## config.mk

```make
export PLATFORM = sky130hd
export DESIGN_NAME = ambisonic_mirror_gain_ramp_flat
export DESIGN_NICKNAME = d
export VERILOG_FILES = /design/src/hdl/amgr_pkg.sv /design/src/hdl/amgr_in_if.sv /design/src/hdl/amgr_out_if.sv /design/src/hdl/amgr_cfg_if.sv /design/src/hdl/amgr_mul.sv /design/src/hdl/amgr_div.sv /design/src/hdl/amgr_gain_mem.sv /design/src/hdl/ambisonic_mirror_gain_ramp.sv /design/src/flat_wrapper.sv
export SDC_FILE = /design/constraint.sdc
export NUM_CORES = 2
export LEC_CHECK = 0
export ABC_AREA = 1
export BUFFER_PORTS_ARGS = -buffer_cell sky130_fd_sc_hd__buf_2
export CORE_ASPECT_RATIO = 0.5
export CORE_MARGIN = 8
export CORE_UTILIZATION = 40
export CTS_CLUSTER_DIAMETER = 80
export DETAILED_ROUTE_END_ITERATION = 10
export PLACE_DENSITY = 0.66
export SKIP_LAST_GASP = 1
export SYNTH_ARGS = -nofsm -noshare
export SYNTH_HDL_FRONTEND = slang
export SYNTH_SLANG_ARGS = --single-unit
```

## constraint.sdc

```tcl
create_clock -name i_clk -period 17.8 [get_ports i_clk]
set_input_delay 1.78 -clock i_clk [delete_from_list [all_inputs] [get_ports i_clk]]
set_output_delay 1.78 -clock i_clk [all_outputs]
set_load 0.005 [all_outputs]
```

## src/hdl/amgr_pkg.sv

```systemverilog
// Shared constants, types and helper functions of the ambisonic mirror gain ramp.
package amgr_pkg;

    localparam int CHANNELS_DEF = 36;
    localparam int MAX_BLOCK    = 4096;

    localparam int CHAN_W     = 6;
    localparam int SAMPLE_W   = 24;
    localparam int POS_W      = 12;
    localparam int LEN_W      = 13;
    localparam int GAIN_W     = 15;
    localparam int INV_W      = 7;
    localparam int CFG_IDX_W  = 4;
    localparam int CFG_DATA_W = 15;

    localparam int MAG_W     = 21;
    localparam int G_W       = 22;
    localparam int DIFF_W    = 23;
    localparam int MUL_A_W   = 24;
    localparam int MUL_B_W   = 23;
    localparam int PROD_W    = MUL_A_W + MUL_B_W;
    localparam int DIV_Q_W   = 22;
    localparam int DIV_NUM_W = LEN_W + DIV_Q_W;

    localparam int FRAC_W = 13;
    localparam int UNITY  = 8192;
    localparam int ROUND  = 4096;

    localparam logic [CFG_IDX_W-1:0] REG_X_EVEN = 4'd0;
    localparam logic [CFG_IDX_W-1:0] REG_X_ODD  = 4'd1;
    localparam logic [CFG_IDX_W-1:0] REG_Y_EVEN = 4'd2;
    localparam logic [CFG_IDX_W-1:0] REG_Y_ODD  = 4'd3;
    localparam logic [CFG_IDX_W-1:0] REG_Z_EVEN = 4'd4;
    localparam logic [CFG_IDX_W-1:0] REG_Z_ODD  = 4'd5;
    localparam logic [CFG_IDX_W-1:0] REG_RING   = 4'd6;
    localparam logic [CFG_IDX_W-1:0] REG_INVERT = 4'd7;

    localparam int INV_X_EVEN = 0;
    localparam int INV_X_ODD  = 1;
    localparam int INV_Y_EVEN = 2;
    localparam int INV_Y_ODD  = 3;
    localparam int INV_Z_EVEN = 4;
    localparam int INV_Z_ODD  = 5;
    localparam int INV_RING   = 6;

    typedef logic signed [G_W-1:0] t_gain;

    // The order of an ACN channel is the count of squares k*k, k >= 1, not above it.
    function automatic logic [2:0] acn_order(input logic [CHAN_W-1:0] chan);
        logic [2:0] ord;
        ord = 3'd0;
        for (int k = 1; k < 8; k++) begin
            if (32'(chan) >= k * k) begin
                ord = ord + 3'd1;
            end
        end
        return ord;
    endfunction

endpackage

```

## src/hdl/amgr_in_if.sv

```systemverilog
// Input channel carrying one sample item with its channel and block position.
interface amgr_in_if;
    logic                                 valid;
    logic                                 ready;
    logic [amgr_pkg::CHAN_W-1:0]          chan;
    logic signed [amgr_pkg::SAMPLE_W-1:0] sample_in;
    logic [amgr_pkg::POS_W-1:0]           position;
    logic [amgr_pkg::LEN_W-1:0]           block_len;

    modport source (output valid, chan, sample_in, position, block_len, input ready);
    modport sink (input valid, chan, sample_in, position, block_len, output ready);
endinterface

```

## src/hdl/amgr_out_if.sv

```systemverilog
// Output channel carrying one scaled sample item with its channel.
interface amgr_out_if;
    logic                                 valid;
    logic                                 ready;
    logic [amgr_pkg::CHAN_W-1:0]          out_chan;
    logic signed [amgr_pkg::SAMPLE_W-1:0] sample_out;

    modport source (output valid, out_chan, sample_out, input ready);
    modport sink (input valid, out_chan, sample_out, output ready);
endinterface

```

## src/hdl/amgr_cfg_if.sv

```systemverilog
// Configuration write channel carrying a register index and write data.
interface amgr_cfg_if;
    logic                              valid;
    logic                              ready;
    logic [amgr_pkg::CFG_IDX_W-1:0]    index;
    logic [amgr_pkg::CFG_DATA_W-1:0]   data;

    modport source (output valid, index, data, input ready);
    modport sink (input valid, index, data, output ready);
endinterface

```

## src/hdl/amgr_mul.sv

```systemverilog
// Shared signed multiplier with a registered product.
module amgr_mul (
    input  logic                                  i_clk,
    input  logic                                  i_en,
    input  logic signed [amgr_pkg::MUL_A_W-1:0]   i_a,
    input  logic signed [amgr_pkg::MUL_B_W-1:0]   i_b,
    output logic signed [amgr_pkg::PROD_W-1:0]    o_prod
);

    logic signed [amgr_pkg::PROD_W-1:0] r_prod;

    always_ff @(posedge i_clk) begin
        if (i_en) begin
            r_prod <= i_a * i_b;
        end
    end

    assign o_prod = r_prod;

endmodule

```

## src/hdl/amgr_div.sv

```systemverilog
// Iterative unsigned divider that resolves two quotient bits per cycle.
module amgr_div (
    input  logic                                 i_clk,
    input  logic                                 i_rst_n,
    input  logic                                 i_start,
    input  logic [amgr_pkg::DIV_NUM_W-1:0]       i_num,
    input  logic [amgr_pkg::LEN_W-1:0]           i_den,
    output logic                                 o_done,
    output logic [amgr_pkg::DIV_Q_W-1:0]         o_quot
);

    localparam int QW    = amgr_pkg::DIV_Q_W;
    localparam int LW    = amgr_pkg::LEN_W;
    localparam int STEPS = QW / 2;
    localparam int CNT_W = $clog2(STEPS);

    logic [LW-1:0]    r_rem, r_den;
    logic [QW-1:0]    r_q;
    logic [CNT_W-1:0] r_cnt;
    logic             r_busy, r_done;

    logic [LW:0]   w_sh1, w_sh2;
    logic          w_ge1, w_ge2;
    logic [LW-1:0] w_rem1, w_rem2;
    logic [QW-1:0] w_q1, w_q2;

    always_comb begin
        w_sh1  = {r_rem, r_q[QW-1]};
        w_ge1  = w_sh1 >= {1'b0, r_den};
        w_rem1 = w_ge1 ? LW'(w_sh1 - {1'b0, r_den}) : w_sh1[LW-1:0];
        w_q1   = {r_q[QW-2:0], w_ge1};
        w_sh2  = {w_rem1, w_q1[QW-1]};
        w_ge2  = w_sh2 >= {1'b0, r_den};
        w_rem2 = w_ge2 ? LW'(w_sh2 - {1'b0, r_den}) : w_sh2[LW-1:0];
        w_q2   = {w_q1[QW-2:0], w_ge2};
    end

    always_ff @(posedge i_clk) begin
        if (!i_rst_n) begin
            r_busy <= 1'b0;
            r_done <= 1'b0;
            r_cnt  <= '0;
        end else begin
            r_done <= 1'b0;
            if (i_start) begin
                r_busy <= 1'b1;
                r_cnt  <= '0;
            end else if (r_busy) begin
                r_cnt <= r_cnt + CNT_W'(1);
                if (r_cnt == CNT_W'(STEPS - 1)) begin
                    r_busy <= 1'b0;
                    r_done <= 1'b1;
                end
            end
        end
    end

    always_ff @(posedge i_clk) begin
        if (i_start) begin
            r_rem <= i_num[amgr_pkg::DIV_NUM_W-1 -: LW];
            r_q   <= i_num[QW-1:0];
            r_den <= i_den;
        end else if (r_busy) begin
            r_rem <= w_rem2;
            r_q   <= w_q2;
        end
    end

    assign o_done = r_done;
    assign o_quot = r_q;

endmodule

```

## src/hdl/amgr_gain_mem.sv

```systemverilog
// Per-channel store of the previous block gain, reading unity until written.
module amgr_gain_mem #(
    parameter int CHANNELS = amgr_pkg::CHANNELS_DEF,
    localparam int IDX_W = (CHANNELS > 1) ? $clog2(CHANNELS) : 1
) (
    input  logic                  i_clk,
    input  logic                  i_rst_n,
    input  logic                  i_rd_en,
    input  logic [IDX_W-1:0]      i_rd_addr,
    input  logic                  i_wr_en,
    input  logic [IDX_W-1:0]      i_wr_addr,
    input  amgr_pkg::t_gain       i_wr_data,
    output amgr_pkg::t_gain       o_rd_data
);

    amgr_pkg::t_gain      r_mem [0:CHANNELS-1];
    amgr_pkg::t_gain      r_rd_data;
    logic [CHANNELS-1:0]  r_vld;
    logic                 r_rd_vld;

    always_ff @(posedge i_clk) begin
        if (i_wr_en) begin
            r_mem[i_wr_addr] <= i_wr_data;
        end
        if (i_rd_en) begin
            r_rd_data <= r_mem[i_rd_addr];
        end
    end

    always_ff @(posedge i_clk) begin
        if (!i_rst_n) begin
            r_vld    <= '0;
            r_rd_vld <= 1'b0;
        end else begin
            if (i_wr_en) begin
                r_vld[i_wr_addr] <= 1'b1;
            end
            if (i_rd_en) begin
                r_rd_vld <= r_vld[i_rd_addr];
            end
        end
    end

    assign o_rd_data = r_rd_vld ? r_rd_data : amgr_pkg::t_gain'(amgr_pkg::UNITY);

endmodule

```

## src/hdl/ambisonic_mirror_gain_ramp.sv

```systemverilog
// One item is in work at a time: a new item is accepted only in the idle state, once the
// previous result has entered the output register, which an output stall can hold off.
// The radix-4 divide and the single shared multiplier, used up to six times per item, set
// the length of the work on each item.
// Reset is synchronous and active low: it restores the register defaults, empties the
// output register and marks every channel's previous gain as unity.
module ambisonic_mirror_gain_ramp #(
    parameter int CHANNELS = amgr_pkg::CHANNELS_DEF
) (
    input  logic        i_clk,
    input  logic        i_rst_n,
    amgr_in_if.sink     i_in,
    amgr_out_if.source  o_out,
    amgr_cfg_if.sink    i_cfg
);

    localparam int IDX_W = (CHANNELS > 1) ? $clog2(CHANNELS) : 1;
    localparam int PW    = amgr_pkg::PROD_W;
    localparam int FW    = amgr_pkg::FRAC_W;
    localparam int YW    = PW - FW;
    localparam int SW    = amgr_pkg::SAMPLE_W;

    localparam logic [3:0] S_IDLE  = 4'd0;
    localparam logic [3:0] S_GMUL  = 4'd1;
    localparam logic [3:0] S_GACC  = 4'd2;
    localparam logic [3:0] S_TGT   = 4'd3;
    localparam logic [3:0] S_DIFF  = 4'd4;
    localparam logic [3:0] S_RMUL  = 4'd5;
    localparam logic [3:0] S_DIVST = 4'd6;
    localparam logic [3:0] S_DIV   = 4'd7;
    localparam logic [3:0] S_SCALE = 4'd8;
    localparam logic [3:0] S_SAT   = 4'd9;

    logic [3:0]                               r_state;
    logic [1:0]                               r_step;
    logic [amgr_pkg::CHAN_W-1:0]              r_chan;
    logic signed [SW-1:0]                     r_sample;
    logic [amgr_pkg::POS_W-1:0]               r_pos;
    logic [amgr_pkg::LEN_W-1:0]               r_len;
    logic                                     r_hit, r_sat, r_upd;
    logic [amgr_pkg::MAG_W-1:0]               r_mag;
    logic                                     r_neg, r_qneg;
    amgr_pkg::t_gain                          r_tgt, r_g;
    logic signed [amgr_pkg::DIFF_W-1:0]       r_diff;
    logic                                     r_out_valid;
    logic [amgr_pkg::CHAN_W-1:0]              r_out_chan;
    logic signed [SW-1:0]                     r_out_sample;

    logic [amgr_pkg::GAIN_W-1:0] r_x_even, r_x_odd, r_y_even, r_y_odd;
    logic [amgr_pkg::GAIN_W-1:0] r_z_even, r_z_odd, r_ring;
    logic [amgr_pkg::INV_W-1:0]  r_inv;

    logic                                 w_in_acc;
    logic [amgr_pkg::LEN_W-1:0]           w_len;
    logic                                 w_hit;
    logic [2:0]                           w_l;
    logic [7:0]                           w_mt;
    logic signed [4:0]                    w_m;
    logic                                 w_mneg, w_ring, w_last;
    logic [3:0]                           w_am;
    logic [amgr_pkg::GAIN_W-1:0]          w_f;
    logic                                 w_invb;
    logic                                 w_mul_en;
    logic signed [amgr_pkg::MUL_A_W-1:0]  w_mul_a;
    logic signed [amgr_pkg::MUL_B_W-1:0]  w_mul_b;
    logic signed [PW-1:0]                 w_prod, w_rnd, w_pabs;
    logic signed [YW-1:0]                 w_y;
    logic signed [SW-1:0]                 w_ysat;
    amgr_pkg::t_gain                      w_prev, w_magx;
    logic signed [amgr_pkg::DIFF_W-1:0]   w_qx, w_qs, w_gsum;
    logic                                 w_div_start, w_div_done;
    logic [amgr_pkg::DIV_Q_W-1:0]         w_quot;
    logic                                 w_mem_we, w_out_free;

    assign w_in_acc    = i_in.valid && i_in.ready;
    assign i_in.ready  = (r_state == S_IDLE);
    assign i_cfg.ready = 1'b1;

    assign o_out.valid      = r_out_valid;
    assign o_out.out_chan   = r_out_chan;
    assign o_out.sample_out = r_out_sample;

    always_comb begin
        w_len = i_in.block_len;
        if (w_len == '0) begin
            w_len = amgr_pkg::LEN_W'(1);
        end else if (32'(w_len) > amgr_pkg::MAX_BLOCK) begin
            w_len = amgr_pkg::LEN_W'(amgr_pkg::MAX_BLOCK);
        end
        w_hit = 32'(i_in.chan) < CHANNELS;
    end

    always_comb begin
        w_l    = amgr_pkg::acn_order(r_chan);
        w_mt   = {2'b00, r_chan} - ({5'b0, w_l} * {5'b0, w_l}) - {5'b0, w_l};
        w_m    = $signed(w_mt[4:0]);
        w_mneg = w_m[4];
        w_am   = w_mneg ? 4'(-w_m) : w_m[3:0];
        w_ring = (w_am == {1'b0, w_l});
        w_last = (r_step == 2'd3) || ((r_step == 2'd2) && !w_ring);
    end

    always_comb begin
        case (r_step)
            2'd0: begin
                if (w_l[0] ^ w_am[0]) begin
                    w_f    = r_z_odd;
                    w_invb = r_inv[amgr_pkg::INV_Z_ODD];
                end else begin
                    w_f    = r_z_even;
                    w_invb = r_inv[amgr_pkg::INV_Z_EVEN];
                end
            end
            2'd1: begin
                if (w_mneg) begin
                    w_f    = r_y_odd;
                    w_invb = r_inv[amgr_pkg::INV_Y_ODD];
                end else begin
                    w_f    = r_y_even;
                    w_invb = r_inv[amgr_pkg::INV_Y_EVEN];
                end
            end
            2'd2: begin
                if (w_mneg == w_am[0]) begin
                    w_f    = r_x_even;
                    w_invb = r_inv[amgr_pkg::INV_X_EVEN];
                end else begin
                    w_f    = r_x_odd;
                    w_invb = r_inv[amgr_pkg::INV_X_ODD];
                end
            end
            default: begin
                w_f    = r_ring;
                w_invb = r_inv[amgr_pkg::INV_RING];
            end
        endcase
    end

    always_comb begin
        w_mul_en = 1'b1;
        w_mul_a  = '0;
        w_mul_b  = '0;
        unique case (r_state)
            S_GMUL: begin
                w_mul_a = $signed({3'b000, r_mag});
                w_mul_b = $signed({8'b0, w_f});
            end
            S_RMUL: begin
                w_mul_a = $signed({12'b0, r_pos});
                w_mul_b = r_diff;
            end
            S_SCALE: begin
                w_mul_a = r_sample;
                w_mul_b = {r_g[amgr_pkg::G_W-1], r_g};
            end
            default: begin
                w_mul_en = 1'b0;
            end
        endcase
    end

    amgr_mul u_mul (
        .i_clk  (i_clk),
        .i_en   (w_mul_en),
        .i_a    (w_mul_a),
        .i_b    (w_mul_b),
        .o_prod (w_prod)
    );

    always_comb begin
        w_rnd  = w_prod + PW'(amgr_pkg::ROUND);
        w_pabs = w_prod[PW-1] ? -w_prod : w_prod;
        w_y    = w_rnd[PW-1:FW];
        if (w_y[YW-1:SW-1] == '0 || w_y[YW-1:SW-1] == '1) begin
            w_ysat = w_y[SW-1:0];
        end else if (w_y[YW-1]) begin
            w_ysat = {1'b1, {(SW - 1){1'b0}}};
        end else begin
            w_ysat = {1'b0, {(SW - 1){1'b1}}};
        end
        w_magx = $signed({1'b0, r_mag});
        w_qx   = $signed({1'b0, w_quot});
        w_qs   = r_qneg ? -w_qx : w_qx;
        w_gsum = {w_prev[amgr_pkg::G_W-1], w_prev} + w_qs;
    end

    assign w_div_start = (r_state == S_DIVST);

    amgr_div u_div (
        .i_clk   (i_clk),
        .i_rst_n (i_rst_n),
        .i_start (w_div_start),
        .i_num   (w_pabs[amgr_pkg::DIV_NUM_W-1:0]),
        .i_den   (r_len),
        .o_done  (w_div_done),
        .o_quot  (w_quot)
    );

    assign w_mem_we = (r_state == S_SCALE) && r_hit && r_upd;

    amgr_gain_mem #(
        .CHANNELS (CHANNELS)
    ) u_mem (
        .i_clk     (i_clk),
        .i_rst_n   (i_rst_n),
        .i_rd_en   (w_in_acc && w_hit),
        .i_rd_addr (IDX_W'(i_in.chan)),
        .i_wr_en   (w_mem_we),
        .i_wr_addr (IDX_W'(r_chan)),
        .i_wr_data (r_tgt),
        .o_rd_data (w_prev)
    );

    assign w_out_free = !r_out_valid || o_out.ready;

    always_ff @(posedge i_clk) begin
        if (!i_rst_n) begin
            r_state     <= S_IDLE;
            r_step      <= 2'd0;
            r_out_valid <= 1'b0;
        end else begin
            if ((r_state == S_SAT) && w_out_free) begin
                r_out_valid <= 1'b1;
            end else if (o_out.valid && o_out.ready) begin
                r_out_valid <= 1'b0;
            end
            unique case (r_state)
                S_IDLE: begin
                    if (w_in_acc) begin
                        r_step  <= 2'd0;
                        r_state <= w_hit ? S_GMUL : S_SCALE;
                    end
                end
                S_GMUL: r_state <= S_GACC;
                S_GACC: begin
                    if (w_last) begin
                        r_state <= S_TGT;
                    end else begin
                        r_step  <= r_step + 2'd1;
                        r_state <= S_GMUL;
                    end
                end
                S_TGT:   r_state <= S_DIFF;
                S_DIFF:  r_state <= r_sat ? S_SCALE : S_RMUL;
                S_RMUL:  r_state <= S_DIVST;
                S_DIVST: r_state <= S_DIV;
                S_DIV: begin
                    if (w_div_done) begin
                        r_state <= S_SCALE;
                    end
                end
                S_SCALE: r_state <= S_SAT;
                S_SAT: begin
                    if (w_out_free) begin
                        r_state <= S_IDLE;
                    end
                end
                default: r_state <= S_IDLE;
            endcase
        end
    end

    always_ff @(posedge i_clk) begin
        unique case (r_state)
            S_IDLE: begin
                if (w_in_acc) begin
                    r_chan   <= i_in.chan;
                    r_sample <= i_in.sample_in;
                    r_pos    <= i_in.position;
                    r_len    <= w_len;
                    r_hit    <= w_hit;
                    r_sat    <= {1'b0, i_in.position} >= w_len;
                    r_upd    <= ({1'b0, i_in.position} + amgr_pkg::LEN_W'(1)) >= w_len;
                    r_mag    <= amgr_pkg::MAG_W'(amgr_pkg::UNITY);
                    r_neg    <= 1'b0;
                    r_g      <= amgr_pkg::t_gain'(amgr_pkg::UNITY);
                end
            end
            S_GMUL: r_neg <= r_neg ^ w_invb;
            S_GACC: r_mag <= w_rnd[FW +: amgr_pkg::MAG_W];
            S_TGT:  r_tgt <= r_neg ? -w_magx : w_magx;
            S_DIFF: begin
                r_diff <= {r_tgt[amgr_pkg::G_W-1], r_tgt} - {w_prev[amgr_pkg::G_W-1], w_prev};
                if (r_sat) begin
                    r_g <= r_tgt;
                end
            end
            S_DIVST: r_qneg <= w_prod[PW-1];
            S_DIV: begin
                if (w_div_done) begin
                    r_g <= w_gsum[amgr_pkg::G_W-1:0];
                end
            end
            S_SAT: begin
                if (w_out_free) begin
                    r_out_chan   <= r_chan;
                    r_out_sample <= w_ysat;
                end
            end
            default: begin
            end
        endcase
    end

    always_ff @(posedge i_clk) begin
        if (!i_rst_n) begin
            r_x_even <= amgr_pkg::GAIN_W'(amgr_pkg::UNITY);
            r_x_odd  <= amgr_pkg::GAIN_W'(amgr_pkg::UNITY);
            r_y_even <= amgr_pkg::GAIN_W'(amgr_pkg::UNITY);
            r_y_odd  <= amgr_pkg::GAIN_W'(amgr_pkg::UNITY);
            r_z_even <= amgr_pkg::GAIN_W'(amgr_pkg::UNITY);
            r_z_odd  <= amgr_pkg::GAIN_W'(amgr_pkg::UNITY);
            r_ring   <= amgr_pkg::GAIN_W'(amgr_pkg::UNITY);
            r_inv    <= '0;
        end else if (i_cfg.valid && i_cfg.ready) begin
            unique case (i_cfg.index)
                amgr_pkg::REG_X_EVEN: r_x_even <= i_cfg.data;
                amgr_pkg::REG_X_ODD:  r_x_odd  <= i_cfg.data;
                amgr_pkg::REG_Y_EVEN: r_y_even <= i_cfg.data;
                amgr_pkg::REG_Y_ODD:  r_y_odd  <= i_cfg.data;
                amgr_pkg::REG_Z_EVEN: r_z_even <= i_cfg.data;
                amgr_pkg::REG_Z_ODD:  r_z_odd  <= i_cfg.data;
                amgr_pkg::REG_RING:   r_ring   <= i_cfg.data;
                amgr_pkg::REG_INVERT: r_inv    <= i_cfg.data[amgr_pkg::INV_W-1:0];
                default: begin
                end
            endcase
        end
    end

`ifndef SYNTHESIS
    a_busy_after_accept: assert property (@(posedge i_clk) disable iff (!i_rst_n)
        (i_in.valid && i_in.ready) |=> !i_in.ready)
        else $error("Input accepted while the previous item was still in work.");

    a_div_done_in_wait: assert property (@(posedge i_clk) disable iff (!i_rst_n)
        w_div_done |-> (r_state == S_DIV))
        else $error("Divider finished outside the divide wait state.");

    a_out_from_sat: assert property (@(posedge i_clk) disable iff (!i_rst_n)
        $rose(r_out_valid) |-> ($past(r_state) == S_SAT))
        else $error("Output item appeared without a saturation step.");

    a_mem_write_once: assert property (@(posedge i_clk) disable iff (!i_rst_n)
        w_mem_we |=> !w_mem_we)
        else $error("Gain store written twice for one item.");
`endif

endmodule

```

## src/flat_wrapper.sv

```systemverilog
// flat-port wrapper written by rule: the top's interface ports become plain ports
module ambisonic_mirror_gain_ramp_flat 
#(
    parameter int CHANNELS = amgr_pkg::CHANNELS_DEF
)
  (i_clk, i_rst_n, i_in_valid, i_in_chan, i_in_sample_in, i_in_position, i_in_block_len, i_in_ready, o_out_valid, o_out_out_chan, o_out_sample_out, o_out_ready, i_cfg_valid, i_cfg_index, i_cfg_data, i_cfg_ready);
  amgr_in_if i_in_i ();
  amgr_out_if o_out_i ();
  amgr_cfg_if i_cfg_i ();
  input  logic i_clk;
  input  logic i_rst_n;
  input wire logic [$bits(i_in_i.valid)-1:0] i_in_valid;
  input wire logic [$bits(i_in_i.chan)-1:0] i_in_chan;
  input wire logic [$bits(i_in_i.sample_in)-1:0] i_in_sample_in;
  input wire logic [$bits(i_in_i.position)-1:0] i_in_position;
  input wire logic [$bits(i_in_i.block_len)-1:0] i_in_block_len;
  output wire logic [$bits(i_in_i.ready)-1:0] i_in_ready;
  output wire logic [$bits(o_out_i.valid)-1:0] o_out_valid;
  output wire logic [$bits(o_out_i.out_chan)-1:0] o_out_out_chan;
  output wire logic [$bits(o_out_i.sample_out)-1:0] o_out_sample_out;
  input wire logic [$bits(o_out_i.ready)-1:0] o_out_ready;
  input wire logic [$bits(i_cfg_i.valid)-1:0] i_cfg_valid;
  input wire logic [$bits(i_cfg_i.index)-1:0] i_cfg_index;
  input wire logic [$bits(i_cfg_i.data)-1:0] i_cfg_data;
  output wire logic [$bits(i_cfg_i.ready)-1:0] i_cfg_ready;
  assign i_in_i.valid = i_in_valid;
  assign i_in_i.chan = i_in_chan;
  assign i_in_i.sample_in = i_in_sample_in;
  assign i_in_i.position = i_in_position;
  assign i_in_i.block_len = i_in_block_len;
  assign i_in_ready = i_in_i.ready;
  assign o_out_valid = o_out_i.valid;
  assign o_out_out_chan = o_out_i.out_chan;
  assign o_out_sample_out = o_out_i.sample_out;
  assign o_out_i.ready = o_out_ready;
  assign i_cfg_i.valid = i_cfg_valid;
  assign i_cfg_i.index = i_cfg_index;
  assign i_cfg_i.data = i_cfg_data;
  assign i_cfg_ready = i_cfg_i.ready;
  ambisonic_mirror_gain_ramp #(.CHANNELS(CHANNELS)) u_core (.i_clk(i_clk), .i_rst_n(i_rst_n), .i_in(i_in_i), .o_out(o_out_i), .i_cfg(i_cfg_i));
endmodule
```

==> reports/results.tsv <==
metric	value	unit
Post-Synth Simple-Gate Area	12.17	%
Post-CTS Resized	0	
NumNets Final	8639	
Commonest cells post-synth	1,187 x inv_1, 1,168 x nor2_1, 1,087 x edfxtp_1	
Yosys cell types	61	
worst hold endpoint	u_core.u_div.r_den[11]$_DFFE_PP_	
largest net degree at the start of global routing	170	
cts hold-fix bufs	0	
Area Overhead vs Synth	9.818	%
residual DRC count	0	
H-tree depth	3	
critical path fanouts, max	38	
register bit total from synthesis	1249	
mux cell area share after synthesis	0	%
Ys Warns	0	
cell mode on critical path	nand2_1	
EDFF count, synth	1087	
outcome	finished, final reports clean	
slowest cell on the critical path	nand2_1	
crit start category	flip-flop	
initial antenna violation count	4	
CTS max path bufs	3	
first-pass GRT wire length	329000	um
Syn Nets	8630	
fraction of registers with async set/reset	0	%
Buffers & Inverters on Critical Path	12	
top-count cell post-synth	inv_1	
final hold vios	0	
Max Cap Viol	0	
CP top delay family	adder cells	
Critical Path RT	18300	ps
area of the multi-input gates	0.03486	sq mm
arrival time worst endpoint	15890	ps
Layout Skew	71.25	ps
Non-Filler Instances	10356	
Worst R2R Start	u_core.r_chan[5]$_DFFE_PP_	
total CTS buffers	119	
post-route ant nets	0	
total track usage	20.33	%
Tcrit/Tclk final	86.49	%
First-pass DRT Iterations	7	
Synth Area in Compound Gates	10.99	%
r2r endpoint	u_core.u_mul.o_prod[44]$_DFFE_PP_	
setup TNS	0	ps
unrepaired setup endpoints after global routing	no	
num ports	112	
# rows	113	
max frequency	64.96	MHz
register area	0.03588	sq mm
Post-Synth Adder-Cell Area	19.45	%
Synth area leaders	edfxtp_1 43%, fa_1 15%, inv_1 5.8%	
CTS tree	built	
Slew Limit Fails	0	
Peak VDD IR	0.1546	mV
grt total ovfl	0	
# fillers	17800	
Cells on Worst Hold Path	0	
Placer Congestion	0.9448	
max_slew headroom	18.80	%
worst slew pin tran	1218	ps
postcts setup bufs	0	
crit path time final	15390	ps
dpl cells	10130	
share of cells above drive strength 1	7.080	%
Top FF cell, synth	edfxtp_1	
top cell type by total area after synthesis	edfxtp_1	
slowest cell delay on critical path	710	ps
CTS root buffer	clkbuf_16	
post-synthesis cell area	0.07655	sq mm
clock insertion delay at the later pin of the skew report	780	ps
die area	0.2065	sq mm
chip width	634.7	um
Crit. Startpoint	u_core.r_chan[5]$_DFFE_PP_	
endpoints failing setup	0	
Vert. Die Dim	325.3	um
clock slew at reported path FFs	70	ps
Synth top area share	42.64	%
min-delay src	u_core.r_len[11]$_DFFE_PP_	
Avg Cell Area, Syn	9.926	sq um
drt wl/cell	20.56	um
Final HPWL DP	146800	um
via count	55661	
CTS sink count	1249	
Iter 0 DRT Violations	5339	
class of the worst hold path	flip-flop to flip-flop	
final WL	212900	um
critical path capture point type	flip-flop	
FF-to-FF setup slack	2410	ps
Power Density	98.56	mW/mm^2
vias in the first global route	55400	
sequential share of the synthesized area	46.88	%
Core ar.	0.1900	sq mm
R2R depth	70	
leakage power	33.67	nW
cell count after synthesis	7712	
xor and xnor area share after synthesis	2.620	%
Initial Util	40.28	%
largest family of logic cells by synthesized area	adder cells	
Worst Path Class, Setup	flip-flop to flip-flop	
Vias per Instance	5.375	
input/output buffers	110	
sequential cells by signal, summed over array words and instances (netlist names), 15 cells and up:
| name | count |
|---|---|
| u_core.r_tgt | 22 |
| u_core.r_diff | 23 |
| u_core.r_x_odd | 15 |
| u_core.r_z_even | 15 |
| u_core.r_x_even | 15 |
| u_core.o_out.sample_out | 24 |
| u_core.u_mem.r_mem | 792 |
| u_core.r_ring | 15 |
| u_core.r_y_even | 15 |
| u_core.r_sample | 24 |
| u_core.r_g | 22 |
| u_core.u_mem.r_vld | 36 |
| u_core.u_mem.r_rd_data | 22 |
| u_core.r_z_odd | 15 |
| u_core.u_div.o_quot | 22 |
| u_core.r_y_odd | 15 |
| u_core.r_mag | 21 |
| u_core.u_mul.o_prod | 47 |
worst reg2reg max path, delay by kind of cell, from the launching register on:
| kind | cells | cell delay, ps |
|---|---|---|
| flops | 1 | 460 |
| buf+inv | 12 | 1050 |
| xor+xnor | 2 | 340 |
| fa+ha+maj | 14 | 5550 |
| compound gates | 13 | 2800 |
| simple gates | 29 | 4910 |
placed cells by master, fill, tap and decap left out, types with 9 or more instances in the layout:
cell type     n
o21a_1       12
a22o_1       15
o221ai_1     13
xnor2_1      71
a21o_1       16
nor2_2       41
nor3_1       49
o211ai_1     38
o21bai_1     27
o21ai_0     821
o22ai_1     238
inv_2        12
fa_1        585
nor4_1       16
nand3_1     110
nand4_1      39
nand2_2      13
ha_1        254
nor2_1     1124
nand2_1     885
edfxtp_1   1087
a21oi_1     240
clkinv_2     16
clkbuf_1     32
bufinv_16     9
buf_2       106
a21oi_2      12
clkbuf_16   120
dfxtp_1     162
clkbuf_8     18
inv_1      1185
xor2_1      158
clkinv_1     33
a31oi_1      14
or2_2        13
buf_4       130
stage by stage:
stage          util (%)  worst slack [ps]  hold slack (ps)  instance area, sq um  power [mW]
6_report          44.24              2405            369.3                 84070       8.286
5_1_grt           44.24              1108            385.9                 84060       8.684
4_1_cts           44.24              2525            377.1                 84060       8.311
3_5_place_dp      42.13              2576            406.3                 80050       5.712
3_3_place_gp      42.13              2777            406.5                 80050       5.695
2_1_floorplan         -              5352            400.3                 76550       5.050
routing by layer:
| metal | global-route usage [%] | vias up | routed length (um) |
|---|---|---|---|
| li1 | - | 25369 | - |
| met1 | 27.18 | 27599 | 88220 |
| met2 | 33.07 | 2262 | 98170 |
| met3 | 3.679 | 429 | 18240 |
| met4 | 7.416 | 2 | 8314 |
| met5 | 0 | - | 13 |
how the worst max path moves through the flow:
stage	endpoint	cells past startpoint
after floorplan	u_core.u_mul.o_prod[44]$_DFFE_PP_	74
after global placement	u_core.u_mul.o_prod[44]$_DFFE_PP_	72
after detailed placement	u_core.u_mul.o_prod[44]$_DFFE_PP_	70
after CTS	u_core.u_mul.o_prod[44]$_DFFE_PP_	70
after global routing	u_core.u_mul.o_prod[44]$_DFFE_PP_	72
final	u_core.u_mul.o_prod[44]$_DFFE_PP_	70
power by group:
part | total, mW | internal [mW] | switching (mW)
sequential | 3.41 | 3.31 | 0.0940
clock | 2.59 | 1.46 | 1.14
combinational | 2.28 | 0.686 | 1.60
cell families (layout without fill, tap and decap cells):
kind of cell | count (synthesis) | after routing
AOI/OAI and AO/OA | 1500 | 1500
xor gates and xnor gates | 229 | 229
adders and majority gates | 839 | 839
buffers and inverters | 1568 | 1681
DFF | 1249 | 1249
other | 2 | 3
and+or+nand+nor | 2325 | 2325
layout make-up:
type                       count  share of cell area (%)
timing repair buffer         239                   1.847
antenna                        1                0.002977
tap                         2530                   3.766
sequential                  1249                   42.69
inverter                    1217                   5.452
multi-input combinational   4895                   41.47
clock buffer                 170                   4.010
clock inverter                55                  0.7635
Power figures use the tool's default switching activity.
